## src/rtl/core/itoa_pkg.sv

```systemverilog
// Shared types, constants and helpers for the radix-to-ASCII converter.
package itoa_pkg;

    // Field widths fixed by the interface
    localparam int NUMBER_FIELD_W = 16;
    localparam int RADIX_FIELD_W  = 5;
    localparam int CHAR_W         = 7;
    localparam int DIGIT_W        = 4;

    // Default converted width and divider bits retired per cycle
    localparam int NUMBER_WIDTH_DEF = 16;
    localparam int BITS_PER_STEP    = 4;

    // Legal base range
    localparam logic [RADIX_FIELD_W-1:0] RADIX_MIN = 5'd2;
    localparam logic [RADIX_FIELD_W-1:0] RADIX_MAX = 5'd16;

    // ASCII anchors
    localparam logic [CHAR_W-1:0] ASCII_ZERO    = 7'h30;
    localparam logic [CHAR_W-1:0] ASCII_UPPER_A = 7'h41;
    localparam logic [DIGIT_W-1:0] DECIMAL_TEN  = 4'd10;

    typedef struct packed {
        logic [NUMBER_FIELD_W-1:0] number;
        logic [RADIX_FIELD_W-1:0]  radix;
    } req_item_t;

    typedef struct packed {
        logic [CHAR_W-1:0] character;
        logic              last;
    } chr_item_t;

    // Commands from the controller to the datapath
    typedef struct packed {
        logic load;
        logic step;
        logic pop;
    } itoa_cmd_t;

    // Status from the datapath to the controller
    typedef struct packed {
        logic div_done;
        logic quot_zero;
        logic out_free;
        logic last_digit;
    } itoa_status_t;

    // Map a digit value 0..15 to its upper-case ASCII character
    function automatic logic [CHAR_W-1:0] digit_glyph(input logic [DIGIT_W-1:0] d);
        logic [CHAR_W-1:0] g;
        if (d < DECIMAL_TEN)
            g = ASCII_ZERO + CHAR_W'(d);
        else
            g = ASCII_UPPER_A + CHAR_W'(d - DECIMAL_TEN);
        return g;
    endfunction

endpackage

```

## src/rtl/core/integer_to_radix_ascii.sv

```systemverilog
// Top level of the unsigned integer to radix-2..16 ASCII digit converter.
//
// Converts the low NUMBER_WIDTH bits of an unsigned number into upper-case
// ASCII digits ('0'-'9', 'A'-'F') in a base from 2 to 16, most significant
// digit first, with last set on the final character; zero gives a single '0'.
// Bases 0 and 1 are treated as 2, bases 17..31 as 16. One number is worked on
// at a time: after the accept cycle each digit is computed in the restoring
// divider, which retires four dividend bits per cycle, and then the characters
// leave one at a time through the output register, holding while the output
// stalls. The last character sits in an output register, so the next number
// is accepted while it waits.
module integer_to_radix_ascii
    import itoa_pkg::*;
#(
    parameter int NUMBER_WIDTH = NUMBER_WIDTH_DEF
)
(
    input  logic      clk,
    input  logic      rst_n,
    input  logic      req_valid,
    output logic      req_stall,
    input  req_item_t req_item,
    output logic      chr_valid,
    input  logic      chr_stall,
    output chr_item_t chr_item
);

    itoa_cmd_t    cmd;
    itoa_status_t status;

    itoa_ctrl u_ctrl
    (
        .clk       (clk),
        .rst_n     (rst_n),
        .req_valid (req_valid),
        .req_stall (req_stall),
        .status    (status),
        .cmd       (cmd)
    );

    itoa_dpath #(
        .NUMBER_WIDTH (NUMBER_WIDTH)
    ) u_dpath
    (
        .clk       (clk),
        .rst_n     (rst_n),
        .req_item  (req_item),
        .cmd       (cmd),
        .status    (status),
        .chr_valid (chr_valid),
        .chr_stall (chr_stall),
        .chr_item  (chr_item)
    );

endmodule

```

## src/rtl/core/itoa_ctrl.sv

```systemverilog
// Controller state machine: accept a number, run digit divisions, emit characters.
module itoa_ctrl
    import itoa_pkg::*;
(
    input  logic         clk,
    input  logic         rst_n,
    input  logic         req_valid,
    output logic         req_stall,
    input  itoa_status_t status,
    output itoa_cmd_t    cmd
);

    localparam logic [1:0] S_IDLE = 2'd0;
    localparam logic [1:0] S_DIV  = 2'd1;
    localparam logic [1:0] S_EMIT = 2'd2;

    logic [1:0] state_reg;
    logic [1:0] state_next;

    // Take a new transaction only between numbers
    assign req_stall = (state_reg != S_IDLE);

    // Next state and commands
    always_comb
    begin
        state_next = state_reg;
        cmd        = '0;
        unique case (state_reg)
            S_IDLE:
            begin
                if (req_valid)
                begin
                    cmd.load   = 1'b1;
                    state_next = S_DIV;
                end
            end
            S_DIV:
            begin
                cmd.step = 1'b1;
                if (status.div_done && status.quot_zero)
                    state_next = S_EMIT;
            end
            S_EMIT:
            begin
                if (status.out_free)
                begin
                    cmd.pop = 1'b1;
                    if (status.last_digit)
                        state_next = S_IDLE;
                end
            end
            default:
            begin
                state_next = S_IDLE;
            end
        endcase
    end

    // Hold state
    always_ff @(posedge clk or negedge rst_n)
    begin
        if (!rst_n)
            state_reg <= S_IDLE;
        else
            state_reg <= state_next;
    end

endmodule

```

## src/rtl/core/itoa_dpath.sv

```systemverilog
// Datapath: multi-bit restoring divider, digit stack and output register.
module itoa_dpath
    import itoa_pkg::*;
#(
    parameter int NUMBER_WIDTH = NUMBER_WIDTH_DEF
)
(
    input  logic         clk,
    input  logic         rst_n,
    input  req_item_t    req_item,
    input  itoa_cmd_t    cmd,
    output itoa_status_t status,
    output logic         chr_valid,
    input  logic         chr_stall,
    output chr_item_t    chr_item
);

    localparam int PW     = ((NUMBER_WIDTH + BITS_PER_STEP - 1) / BITS_PER_STEP) * BITS_PER_STEP;
    localparam int STEPS  = PW / BITS_PER_STEP;
    localparam int CNT_W  = (STEPS > 1) ? $clog2(STEPS) : 1;
    localparam int DEPTH  = NUMBER_WIDTH;
    localparam int DCNT_W = $clog2(DEPTH + 1);
    localparam int EXT_W  = (NUMBER_WIDTH > NUMBER_FIELD_W) ? NUMBER_WIDTH : NUMBER_FIELD_W;

    logic [PW-1:0]            work_reg;
    logic [DIGIT_W-1:0]       rem_reg;
    logic [RADIX_FIELD_W-1:0] radix_reg;
    logic [CNT_W-1:0]         step_cnt_reg;
    logic [DIGIT_W-1:0]       stack_reg [DEPTH];
    logic [DCNT_W-1:0]        count_reg;
    logic                     out_valid_reg;
    chr_item_t                out_item_reg;

    logic [EXT_W-1:0]         number_ext;
    logic [NUMBER_WIDTH-1:0]  number_used;
    logic [RADIX_FIELD_W-1:0] radix_clamped;
    logic [PW-1:0]            dv_work;
    logic [DIGIT_W-1:0]       dv_rem;
    logic                     last_step;
    logic                     push;

    // Keep the low bits of the number and clamp the base into 2..16
    assign number_ext  = EXT_W'(req_item.number);
    assign number_used = number_ext[NUMBER_WIDTH-1:0];

    always_comb
    begin
        if (req_item.radix < RADIX_MIN)
            radix_clamped = RADIX_MIN;
        else if (req_item.radix > RADIX_MAX)
            radix_clamped = RADIX_MAX;
        else
            radix_clamped = req_item.radix;
    end

    // Retire BITS_PER_STEP dividend bits per cycle; quotient bits shift in at the bottom
    always_comb
    begin
        logic [RADIX_FIELD_W-1:0] trial;
        dv_work = work_reg;
        dv_rem  = rem_reg;
        for (int i = 0; i < BITS_PER_STEP; i++)
        begin
            trial   = {dv_rem, dv_work[PW-1]};
            dv_work = {dv_work[PW-2:0], 1'b0};
            if (trial >= radix_reg)
            begin
                trial      = trial - radix_reg;
                dv_work[0] = 1'b1;
            end
            dv_rem = trial[DIGIT_W-1:0];
        end
    end

    assign last_step = (step_cnt_reg == CNT_W'(STEPS - 1));
    assign push      = cmd.step && last_step;

    // Status back to the controller
    assign status.div_done   = last_step;
    assign status.quot_zero  = (dv_work == '0);
    assign status.out_free   = !out_valid_reg || !chr_stall;
    assign status.last_digit = (count_reg == DCNT_W'(1));

    // Divider registers: start on load, restart on the quotient after each digit
    always_ff @(posedge clk or negedge rst_n)
    begin
        if (!rst_n)
        begin
            step_cnt_reg <= '0;
        end
        else if (cmd.load || push)
        begin
            step_cnt_reg <= '0;
        end
        else if (cmd.step)
        begin
            step_cnt_reg <= step_cnt_reg + CNT_W'(1);
        end
    end

    always_ff @(posedge clk)
    begin
        if (cmd.load)
        begin
            work_reg  <= PW'(number_used);
            rem_reg   <= '0;
            radix_reg <= radix_clamped;
        end
        else if (cmd.step)
        begin
            work_reg <= dv_work;
            rem_reg  <= push ? '0 : dv_rem;
        end
    end

    // Digit stack: push least significant first, pop most significant first
    always_ff @(posedge clk)
    begin
        if (push)
        begin
            stack_reg[0] <= dv_rem;
            for (int i = 1; i < DEPTH; i++)
                stack_reg[i] <= stack_reg[i-1];
        end
        else if (cmd.pop)
        begin
            for (int i = 0; i < DEPTH - 1; i++)
                stack_reg[i] <= stack_reg[i+1];
        end
    end

    always_ff @(posedge clk or negedge rst_n)
    begin
        if (!rst_n)
            count_reg <= '0;
        else if (cmd.load)
            count_reg <= '0;
        else if (push)
            count_reg <= count_reg + DCNT_W'(1);
        else if (cmd.pop)
            count_reg <= count_reg - DCNT_W'(1);
    end

    // Output register: load on pop, drop valid once the transaction is taken
    always_ff @(posedge clk or negedge rst_n)
    begin
        if (!rst_n)
            out_valid_reg <= 1'b0;
        else if (cmd.pop)
            out_valid_reg <= 1'b1;
        else if (!chr_stall)
            out_valid_reg <= 1'b0;
    end

    always_ff @(posedge clk)
    begin
        if (cmd.pop)
        begin
            out_item_reg.character <= digit_glyph(stack_reg[0]);
            out_item_reg.last      <= (count_reg == DCNT_W'(1));
        end
    end

    assign chr_valid = out_valid_reg;
    assign chr_item  = out_item_reg;

endmodule

```

## config.mk

```make
export PLATFORM = sky130hd
export DESIGN_NAME = integer_to_radix_ascii
export DESIGN_NICKNAME = d
export VERILOG_FILES = /design/src/rtl/core/itoa_pkg.sv /design/src/rtl/core/integer_to_radix_ascii.sv /design/src/rtl/core/itoa_ctrl.sv /design/src/rtl/core/itoa_dpath.sv
export SDC_FILE = /design/constraint.sdc
export NUM_CORES = 1
export LEC_CHECK = 0
export ABC_AREA = 1
export BUFFER_PORTS_ARGS = -buffer_cell sky130_fd_sc_hd__buf_2
export CAP_MARGIN = 0
export CORE_AREA = 8 8 99 137
export CTS_CLUSTER_DIAMETER = 60
export DETAILED_ROUTE_END_ITERATION = 8
export DIE_AREA = 0 0 107 145
export PLACE_DENSITY = 0.75
export SETUP_SLACK_MARGIN = 0.3
export SLEW_MARGIN = 10
export SYNTH_ARGS = -nofsm -noshare
export SYNTH_HDL_FRONTEND = slang
export SYNTH_SLANG_ARGS = --single-unit
```

## constraint.sdc

```tcl
create_clock -name clk -period 10.3 [get_ports clk]
set_input_delay 1.03 -clock clk [delete_from_list [all_inputs] [get_ports clk]]
set_output_delay 1.03 -clock clk [all_outputs]
set_load 0.05 [all_outputs]
```

### Yosys cells after proc, flatten, opt, wreduce, memory -nomap -nowiden

Memory sizes are Yosys's and may differ from the RTL's.
Cells that the tools add are included.
W data, S select, Z words.

* order comparisons: 7
* reductions and logical operators: 14
* $add $sub $neg: 10
* eq/ne operators: 9
* bitwise gates (word level): 15
* multiplexer cells: 50

Operators with widths (number)
* $mux W4: 20
* $mux W16: 2
* $ge A5 B5 Y1: 4
* $mux W5: 4
* $logic_not A16 Y1: 1
* $mux W1: 16
* $sub A4 B4 Y4: 4
* $or A1 B1 Y1: 15
* $mux W2: 6
* $add A6 B4 Y7 const A: 1
* $add A7 B7 Y7 const A: 1
* $mux W7: 1
* $ne A2 B2 Y1 const B: 3
* $pmux W2 S3: 1
* $reduce_bool A2 Y1: 3
* $add A5 B1 Y5 const B: 1
* $eq A5 B1 Y1 const B: 1
* $gt A5 B5 Y1 const B: 1
* $lt A5 B2 Y1 const B: 1
* $sub A4 B4 Y5 const B: 1
* $sub A5 B1 Y5 const B: 1
* $eq A2 B2 Y1 const B: 2
* $lt A4 B4 Y1 const B: 1
* $ne A2 B1 Y1 const B: 2
* 9 further kinds: 12

* memories: 1
* register bits: 43
* bits in writable memories: 64
* logic and storage cells: 116
* bits of input ports: 25

Memories
* u_dpath.stack_reg: depth 16, width 4, rd ports 16, clocked after Yosys merged registers in 0, write ports 16, line itoa_dpath.sv:29 `logic [DIGIT_W-1:0] stack_reg [DEPTH];`

### Depth between registers and ports, before layout

Gate-level depths: netlist of the first run.

* depth after elaboration: 12
* mapped depth: 39
* gate-level depth less buffers: 39

### By module

A second synthesis of the first run with hierarchy kept.

* cell total of the unflattened synthesis: 605
* area total of the unflattened synthesis: 5691.7 um2

Modules (own cells, without submodules)
* itoa_dpath: instances 1, cells each 585, area an instance 5552.8 um2, sequential area each 3072.9 um2
* itoa_ctrl: instances 1, cells each 20, area an instance 138.9 um2, sequential area each 50.0 um2

### Worst setup path after synthesis of the first run

Ideal clock, no wire load.

* path kind: register to register
* start point: register u_dpath.radix_reg[1]
* end point: memory u_dpath.stack_reg[0][2] (data pin)
* buffers on the path: 0
* required time: 10.047 ns
* period minus slack after synthesis: 4.542 ns
* stages on the path, launching flop included: 38
* arrival: 4.289 ns
* path slack: 5.758 ns
* path through: edfxtp_1 -> inv_1 -> ha_1 -> nand2_1 -> nor2_1 -> nand2_1 -> nand3_2 -> inv_2 -> nand2_1 -> o21ai_1 -> ha_1 -> nand2_1 -> inv_1 -> nand2_2 -> nand3_2 -> nor2_4 -> nand3_1 -> o21ai_1 -> [... 2 more ...] -> nand2_1 -> inv_2 -> nand3_1 -> nand4_4 -> inv_2 -> nand3_2 -> nand2_1 -> ha_1 -> a21oi_1 -> nand2_1 -> nand2_1 -> nand2_1 -> nand2_1 -> nand2_2 -> inv_2 -> nand3_2 -> nand3_1 -> nand2_1

RTL lines
* start: declaration: line itoa_dpath.sv:27 `logic [RADIX_FIELD_W-1:0] radix_reg;`
* start signal: assignment: line itoa_dpath.sv:107 `radix_reg <= radix_clamped;`
* end: declaration: line itoa_dpath.sv:29

==> metrics.txt, run 1 <==
crit path launch=u_dpath.radix_reg[1]; CP Data Required Time=~10 ns; largest net degree at the start of global routing=slightly above 60; first-pass GRT wire length=about 19000 um; Final Slew Violations=0; Synth top cells by count=220 x nand2_1, 93 x edfxtp_1, 67 x inv_1; CP peak stage delay=slightly below 0.5 ns; Synth area leader=edfxtp_1; drt initial violations=221; final RePlAce weighted congestion=slightly above 0.9; Tot GR Track Use=0.152; post-CTS sizing=0; Worst Path Max Fanout=8; ANT nets after route=0; number of synthesized flops with an enable pin=93; hold_buf cts=0; diode count=0; NumNets Final=694; Final Core Density=0.540; cts bufs inserted=9; root buffer cell=clkbuf_16; Tmin final=roughly 5.3 ns; ys async rst share=0.0935; max_slew headroom=0.497; CTS tree=built; final WL=11200 um; DP Wirelength=around 8300 um; top cells by area, synth=edfxtp_1 49%, nand2_1 15%, ha_1 6.2%; RSZ-0062 raised after global routing=false; Fin. Hold Viols=0; CP Buf/Inv Count=7; CTS sink cnt=~110; Tightest Pin Transition=between 0.7 and 0.8 ns; most numerous cell on the critical path=nand2_1; P&R area growth vs syn=10.3%; I/O pins=35; Synth cell types=36; Syn Std Cell Area=5670 um^2; Initial Utilization=0.489; Die Wd=around 110 um; DR pass1 iterations=4; # port buffers=34; routed len/inst=approximately 14 um; Reg clk slew, reported paths=approximately 0.080 ns; Post-synth top flop=edfxtp_1; Final setup viols=0; worst path arrival time=between 5 and 6 ns; delay-heaviest family, CP=simple AND/OR/NAND/NOR gates; clk_lat worst skew=around 0.35 ns; Post-Synthesis Cells=roughly 600; final period utilization=0.513; R2R setup slack=around 5.0 ns; Worst R2R End=u_dpath.stack_reg[0][0]; H-tree depth=3; Vias/cell=5.21; count leader, synth=nand2_1; Worst Setup EP=u_dpath.stack_reg[0][0]; vias in the first global route=approximately 4.4k; DRC=0; crit path capture type=register; Via Count=about 4k; Die ar.=around 16000 um^2; Crit path depth=37; Largest register FFs=64; R2R cell count=37; Post-Syn Area per Cell=9.34 um^2; antenna violations before repair=0; type of origin of the critical path=register; flops & latches, synth=about 110; clock buffer depth=2; Yosys warning total=0; post-CTS setup buffers=0; top cell type's share of synthesized area=0.493; register area share after synthesis=0.551; WS Path Type=reg2reg; max cap viols=0; grt ovf=0; Placement Rows=47; outcome=completed; slowest cell on the critical path=edfxtp_1; CORE AREA=roughly 12000 um^2; chip height=between 100 and 150 um; worst min path class=reg2reg; Sum Neg Setup Slack=0 ns; Worst Clk Skew=approximately 0.0081 ns; fmax=~0.19 GHz; R2R Path Start=u_dpath.radix_reg[1]; Synth Net Count=approximately 660; layout cells sized above 1=0.131
==> layout make-up <==
type	count	area [um^2]
multi-input combinational	406	2170
inverter	77	289
timing repair buffer	36	185
clock buffer	9	225
sequential	107	3120
fill	1021	5330
tap	147	184
clock inverter	7	77.6
==> stage by stage <==
stage               cell area [um^2]  hold slack, ns  instances  setup WS, ns
floorplan                       5670           0.427        607          5.76
global placement                5950           0.442        773          5.28
detailed placement              5950           0.441        773          5.02
CTS                             6250           0.470        789          5.00
global route                    6250           0.487        789          4.50
finish                          6250           0.471        789          5.02
==> layout by cell type, fill, tap and decap left out, drive strengths merged <==
| cell type | Yosys | layout |
|---|---|---|
| clkinv | 0 | 2 |
| o21bai | 1 | 1 |
| a211oi | 1 | 1 |
| xor2 | 5 | 5 |
| inv | 77 | 81 |
| clkinvlp | 0 | 1 |
| buf | 13 | 36 |
| a31oi | 3 | 3 |
| edfxtp | 93 | 93 |
| xnor2 | 5 | 5 |
| a21o | 1 | 1 |
| clkbuf | 4 | 9 |
| dfrtp | 10 | 10 |
| dfxtp | 4 | 4 |
| nand4 | 10 | 10 |
| o211ai | 1 | 1 |
| nor2 | 23 | 23 |
| nand3 | 21 | 21 |
| nor4 | 2 | 2 |
| nand2 | 226 | 226 |
| fa | 4 | 4 |
| o22ai | 2 | 2 |
| nor3 | 2 | 2 |
| or2 | 1 | 1 |
| a32o | 1 | 1 |
| o21ai | 57 | 57 |
| a21oi | 12 | 12 |
| ha | 28 | 28 |
==> cells by family (layout without fill, tap and decap cells) <==
kind of cell,after synthesis,after routing,synth area share
buffers and inverters,94,129,0.0667
flip-flops,107,107,0.551
AND/OR/NAND/NOR,285,285,0.216
XOR/XNOR,10,10,0.0155
AO/OA/AOI/OAI,79,79,0.0751
adder cells (fa/ha/maj),32,32,0.0759
==> metal layers <==
| layer | part of all wire | global-route usage | up-vias |
|---|---|---|---|
| met5 | 0 | 0 | - |
| met4 | 0.035 | 0.0777 | 0 |
| met3 | 0.042 | 0.0346 | 25 |
| met2 | 0.52 | 0.265 | 89 |
| met1 | 0.40 | 0.166 | 1939 |
| li1 | - | - | 2057 |
==> worst min-delay path by stage <==
stage	start	end	slack [ns]	depth (start not counted)
floorplan	u_dpath.stack_reg[0][56]	u_dpath.stack_reg[0][60]	0.43	0
global route	u_dpath.stack_reg[0][59]	u_dpath.stack_reg[0][63]	0.49	0
finish	u_dpath.stack_reg[0][56]	u_dpath.stack_reg[0][60]	0.47	0
CTS	u_dpath.stack_reg[0][59]	u_dpath.stack_reg[0][63]	0.47	0
detailed placement	u_dpath.stack_reg[0][58]	u_dpath.stack_reg[0][62]	0.44	0
global placement	u_dpath.stack_reg[0][58]	u_dpath.stack_reg[0][62]	0.44	0
Power of run 1 is left out: the tool's default activity adds up to more than one toggle a clock period on the data nets, which glitch-free logic cannot reach.
==> run 2, diff against run 1 <==
PLACE_DENSITY = 0.78   (was 0.75)
clock period = 4.5 ns   (was 10.3 ns; I/O delays follow)
==> run 2 against run 1 <==
  * The flow now finishes with violations (negative setup slack)
  * Via count increased by 10%
  * Design area is 14% higher
  * Fmax rose by 9.2%
  * Die area unchanged
  * Clock skew about the same
  * Critical endpoint is now u_dpath.stack_reg[0][3]
==> metrics.txt, run 2 (synthesized netlist as in run 1, its figures left out) <==
# port buffers=34 (unchanged); Post-Layout Cell Count=848 (+7.5%); max_slew headroom=0.549 (+0.0516); Placement Rows=47 (unchanged); ANT nets after route=0 (unchanged); commonest non-fill, non-tap cell in the layout=nand2_1; clock buffer depth=2 (unchanged); Final setup viols=11 (+11); DRC=0 (unchanged); crit path capture type=register; vias in the first global route=4452 (+1.4%); DR pass1 iterations=5 (+1); placed cells=807 (+4.4%); Via Count=4532 (+10%); Hold Path Depth=1 (+1); CP Buf/Inv Count=4 (-3); Die Wd=107 um (unchanged); final RePlAce weighted congestion=0.842 (-7.5%); cts bufs inserted=9 (unchanged); I/O pins=35 (unchanged); first-pass GRT wire length=20100 um (+3.9%); violated checks=negative setup slack; Final Slew Violations=0 (unchanged); CORE AREA=11600 um^2 (unchanged); crit path launch=u_dpath.work_reg[15]; NumNets Final=753 (+8.5%); Largest register FFs=64 (unchanged); antenna violations before repair=0 (unchanged); worst min path class=in2reg; clk_lat worst skew=0.36 ns (about the same); fmax=0.207 GHz (+9.2%); most frequent cells in the layout=194 x nand2_1, 93 x edfxtp_1, 58 x inv_1, 56 x buf_4, 35 x o21ai_0; Tightest Pin Transition=0.676 ns (-0.0781 ns); CTS sink cnt=107 (unchanged); Worst Clk Skew=0.00818 ns (+0.000109 ns); drt initial violations=298 (+35%); chip height=145 um (unchanged); H-tree depth=3 (unchanged); RSZ-0062 raised after global routing=true; WS Path Type=reg2reg; outcome=finished, violations left; fill cell count=848 (-17%); Die ar.=15500 um^2 (unchanged); P&R area growth vs syn=26.2%; PnR worst setup slack=-0.336 ns (-5.36 ns); CP Data Required Time=4.61 ns (-5.77 ns); Fin. Hold Viols=0 (unchanged); delay-heaviest family, CP=simple AND/OR/NAND/NOR gates; Vias/cell=5.34 (+2.6%); slowest cell on the critical path=fa_2; max cap viols=0 (unchanged); R2R cell count=29 (-22%); Crit path depth=29 (-22%); routed len/inst=16.2 um (+14%); worst path arrival time=4.94 ns (-0.42 ns); root buffer cell=clkbuf_16; DP Wirelength=8350 um (+1.0%); final WL=13700 um (+23%); Initial Utilization=0.489 (unchanged); final period utilization=1.07 (+0.562); R2R Path Start=u_dpath.work_reg[15]; most numerous cell on the critical path=nand2_1; layout cells sized above 1=0.295 (+0.164); Tmin final=4.84 ns (-0.443 ns); CTS tree=built; Reg clk slew, reported paths=0.07 ns (about the same); largest net degree at the start of global routing=51 (-16%); CP peak stage delay=0.41 ns (-0.08 ns); Worst Path Max Fanout=7 (-1); grt ovf=0 (unchanged); type of origin of the critical path=register; hold path startpoint=req_item[4]; Tot GR Track Use=0.159 (+0.00754); diode count=0 (unchanged)
run 2: cell types whose count changed in the layout (fill, tap and decap cells not counted), moves of 4 or more:
cell | before | now
nand3_4 | 0 | 4
a21oi_1 | 12 | 8
ha_4 | 0 | 10
inv_2 | 11 | 16
buf_4 | 2 | 56
inv_1 | 66 | 58
nand3_1 | 14 | 7
o21ai_0 | 40 | 35
nand2_2 | 6 | 22
ha_1 | 28 | 17
nand2_4 | 0 | 9
nand2_1 | 220 | 194
run 2: path summary, 6_finish.rpt:
path	to	slack [ns]
worst max-delay path	u_dpath.stack_reg[0][3]	-0.34
worst min-delay path	u_dpath.radix_reg[4]	0.34
worst max register to register	u_dpath.stack_reg[0][3]	-0.34
worst min register to register	u_dpath.stack_reg[0][63]	0.47
max in group asynchronous	u_ctrl.state_reg[1]	3.82
min in group asynchronous	u_dpath.count_reg[1]	0.49
run 2: metal layers:
layer / global-route usage / up-vias / routed length (um)
met5: 0 / - / 0
met4: 0.0926 / 0 / 689
met1: 0.171 / 2138 / 5160
met3: 0.0230 / 60 / 591
met2: 0.286 / 154 / 7300
li1: - / 2180 / -
run 2: worst register-to-register path: cells and delay by family (launching register included):
| family | cells | cell delay [ns] |
|---|---|---|
| AOI/OAI and AO/OA | 4 | 0.84 |
| xor gates and xnor gates | 1 | 0.17 |
| adders and majority gates | 5 | 1.37 |
| buffers and inverters | 4 | 0.33 |
| DFF | 1 | 0.40 |
| and+or+nand+nor | 15 | 1.49 |
run 2: cell type report:
| cell class | count | area, um^2 | area share |
|---|---|---|---|
| clock buffer | 9 | 225 | 0.0315 |
| clock inverter | 7 | 96.3 | 0.0135 |
| inverter | 77 | 307 | 0.0429 |
| multi-input combinational | 406 | 2560 | 0.358 |
| sequential | 107 | 3120 | 0.437 |
| tap | 147 | 184 | 0.0257 |
| timing repair buffer | 95 | 654 | 0.0915 |
run 2: repair_timing:
action,CTS,global route
setup endpoints to repair,11,11
endpoints found under the hold margin,10,0
pin swaps,28,33
cloned,0,0
hold buffers,1,0
gates resized for setup,29,53
buffers inserted,15,9
run 2: stage by stage:
stage,area (um^2),hold WS (ns),TNS (ns),worst slack (ns),utilization
after global routing,7150,0.335,-6.20,-0.601,0.617
after CTS,6880,0.340,0,0.0407,0.593
final,7150,0.336,-3.31,-0.336,0.617
after detailed placement,6300,0.320,-1.65,-0.219,0.544
after floorplan,5750,0.154,0,0.145,-
after global placement,6300,0.318,-0.123,-0.0668,0.544
Power of run 2 is left out for the same reason.
==> run 3, diff against run 2 <==
CORE_AREA = 8 8 95 132   (was 8 8 99 137)
DIE_AREA = 0 0 103 140   (was 0 0 107 145)
PLACE_DENSITY = 0.83   (was 0.78)
==> run 3 against run 2 <==
  * The run still ends with negative setup slack left
  * Critical path depth rose by 5
  * Global-route usage grew 1.5 points
  * First-iteration DRC count fell by 15%
  * Cell count shrank 0.83%
  * Critical path type unchanged
  * Critical endpoint unchanged
==> metrics.txt, run 3 (synthesized netlist as in run 1, its figures left out) <==
first-pass GRT wire length=20000 um (-0.72%); Vias/cell=5.26 (-1.6%); Tot GR Track Use=0.175 (+0.0153); CTS tree=built; NumNets Final=752 (-0.13%); final WL=12400 um (-9.9%); DRC=0 (unchanged); Tightest Pin Transition=0.672 ns (-0.00384 ns); layout cells sized above 1=0.279 (-0.0167); I/O pins=35 (unchanged); fmax=0.207 GHz (+0.13%); Placement Rows=45 (-4.3%); delay-heaviest family, CP=simple AND/OR/NAND/NOR gates; WS Path Type=reg2reg; Fin. Hold Viols=0 (unchanged); clk_lat worst skew=0.35 ns (about the same); chip height=140 um (-3.4%); vias in the first global route=4410 (-0.94%); most frequent cells in the layout=200 x nand2_1, 93 x edfxtp_1, 60 x inv_1, 56 x buf_4, 35 x o21ai_0; Final Core Density=0.661 (+0.0436); violated checks=negative setup slack; worst path arrival time=4.93 ns (about the same); R2R cell count=34 (+17%); final RePlAce weighted congestion=0.903 (+7.2%); diode count=0 (unchanged); max_slew headroom=0.551 (+0.00240); cts bufs inserted=9 (unchanged); Worst Clk Skew=0.0110 ns (+0.00286 ns); fill cell count=811 (-4.4%); Reg clk slew, reported paths=0.07 ns (about the same); antenna violations before repair=0 (unchanged); Final Slew Violations=0 (unchanged); Fin Hold WS=0.345 ns (+0.00885 ns); CTS sink cnt=107 (unchanged); root buffer cell=clkbuf_16; Tmin final=4.83 ns (-0.00616 ns); commonest non-fill, non-tap cell in the layout=nand2_1; Hold Path Depth=3 (+2); slowest cell on the critical path=edfxtp_1; Post-Layout Cell Count=841 (-0.83%); crit path capture type=register; Crit path depth=34 (+17%); CP peak stage delay=0.37 ns (-0.04 ns); CP Data Required Time=4.60 ns (about the same); worst min path class=in2reg; Die Wd=103 um (-3.7%); largest net degree at the start of global routing=51 (unchanged); Initial Utilization=0.535 (+0.0462); DR pass1 iterations=5 (unchanged); Via Count=4422 (-2.4%); outcome=finished, violations left; Die ar.=14400 um^2 (-7.1%); Largest register FFs=64 (unchanged); max cap viols=0 (unchanged); type of origin of the critical path=register; CORE AREA=10600 um^2 (-8.6%); grt ovf=0 (unchanged); clock buffer depth=2 (unchanged); Final setup viols=11 (unchanged); RSZ-0062 raised after global routing=true; # port buffers=34 (unchanged); H-tree depth=3 (unchanged); routed len/inst=14.7 um (-9.1%); Worst Path Max Fanout=7 (unchanged); PnR worst setup slack=-0.330 ns (+0.00616 ns); placed cells=803 (-0.50%); DP Wirelength=8430 um (+0.95%); Sum Neg Setup Slack=-3.01 ns (+0.297 ns); P&R area growth vs syn=23.4%; final period utilization=1.07 (-0.00137); CP Buf/Inv Count=5 (+1); ANT nets after route=0 (unchanged); drt initial violations=253 (-15%)
[run 3: cell types whose count changed in the layout (fill, tap and decap cells not counted), sizes merged]
cell	delta
clkbuf	+1
buf	-1
clkinv	-1
inv	+1
bufinv	-1
[run 3: tightest hold or removal path: cells and delay by family]
kind / cells / cell delay [ns]
buf+inv: 1 / 0.09
simple gates: 2 / 0.12
[run 3: routing by layer]
metal / part of all wire / up-vias / track usage
met1: 0.40 / 2084 / 0.193
met5: 0 / - / 0
met3: 0.041 / 40 / 0.0298
met4: 0.049 / 0 / 0.111
met2: 0.51 / 120 / 0.298
li1: - / 2178 / -
[run 3: cell type report]
| class | count | area (um^2) | area share |
|---|---|---|---|
| Sequential cell | 107 | 3120 | 0.446 |
| Multi-Input combinational cell | 406 | 2480 | 0.354 |
| Timing Repair Buffer | 94 | 643 | 0.0919 |
| Inverter | 77 | 302 | 0.0431 |
| Clock buffer | 10 | 229 | 0.0327 |
| Tap cell | 141 | 176 | 0.0252 |
| Clock inverter | 6 | 46.3 | 0.00662 |
[run 3: path summary, 6_finish.rpt]
kind | slack [ns] | startpoint | to
worst max-delay path | -0.33 | u_dpath.radix_reg[2] | u_dpath.stack_reg[0][3]
min in group asynchronous | 0.49 | rst_n | u_dpath.step_cnt_reg[1]
worst max register to register | -0.33 | u_dpath.radix_reg[2] | u_dpath.stack_reg[0][3]
worst min register to register | 0.47 | u_dpath.stack_reg[0][57] | u_dpath.stack_reg[0][61]
max in group asynchronous | 3.82 | rst_n | u_dpath.chr_valid
worst min-delay path | 0.34 | chr_stall | u_dpath.chr_valid
[run 3: metrics by stage]
stage,setup WS [ns],cell area (um^2)
floorplan,0.145,5750
global placement,-0.0395,6310
detailed placement,-0.334,6310
CTS,-0.0974,6840
global route,-0.529,7000
finish,-0.330,7000
[run 3: what timing repair did]
item	4_1_cts	5_1_grt
hold buffers	1	0
endpoints found under the setup margin	11	11
pin swaps	32	27
hold endpoints to repair	10	0
buffers inserted	15	6
gates resized for setup	37	25
Power of run 3 is left out for the same reason.
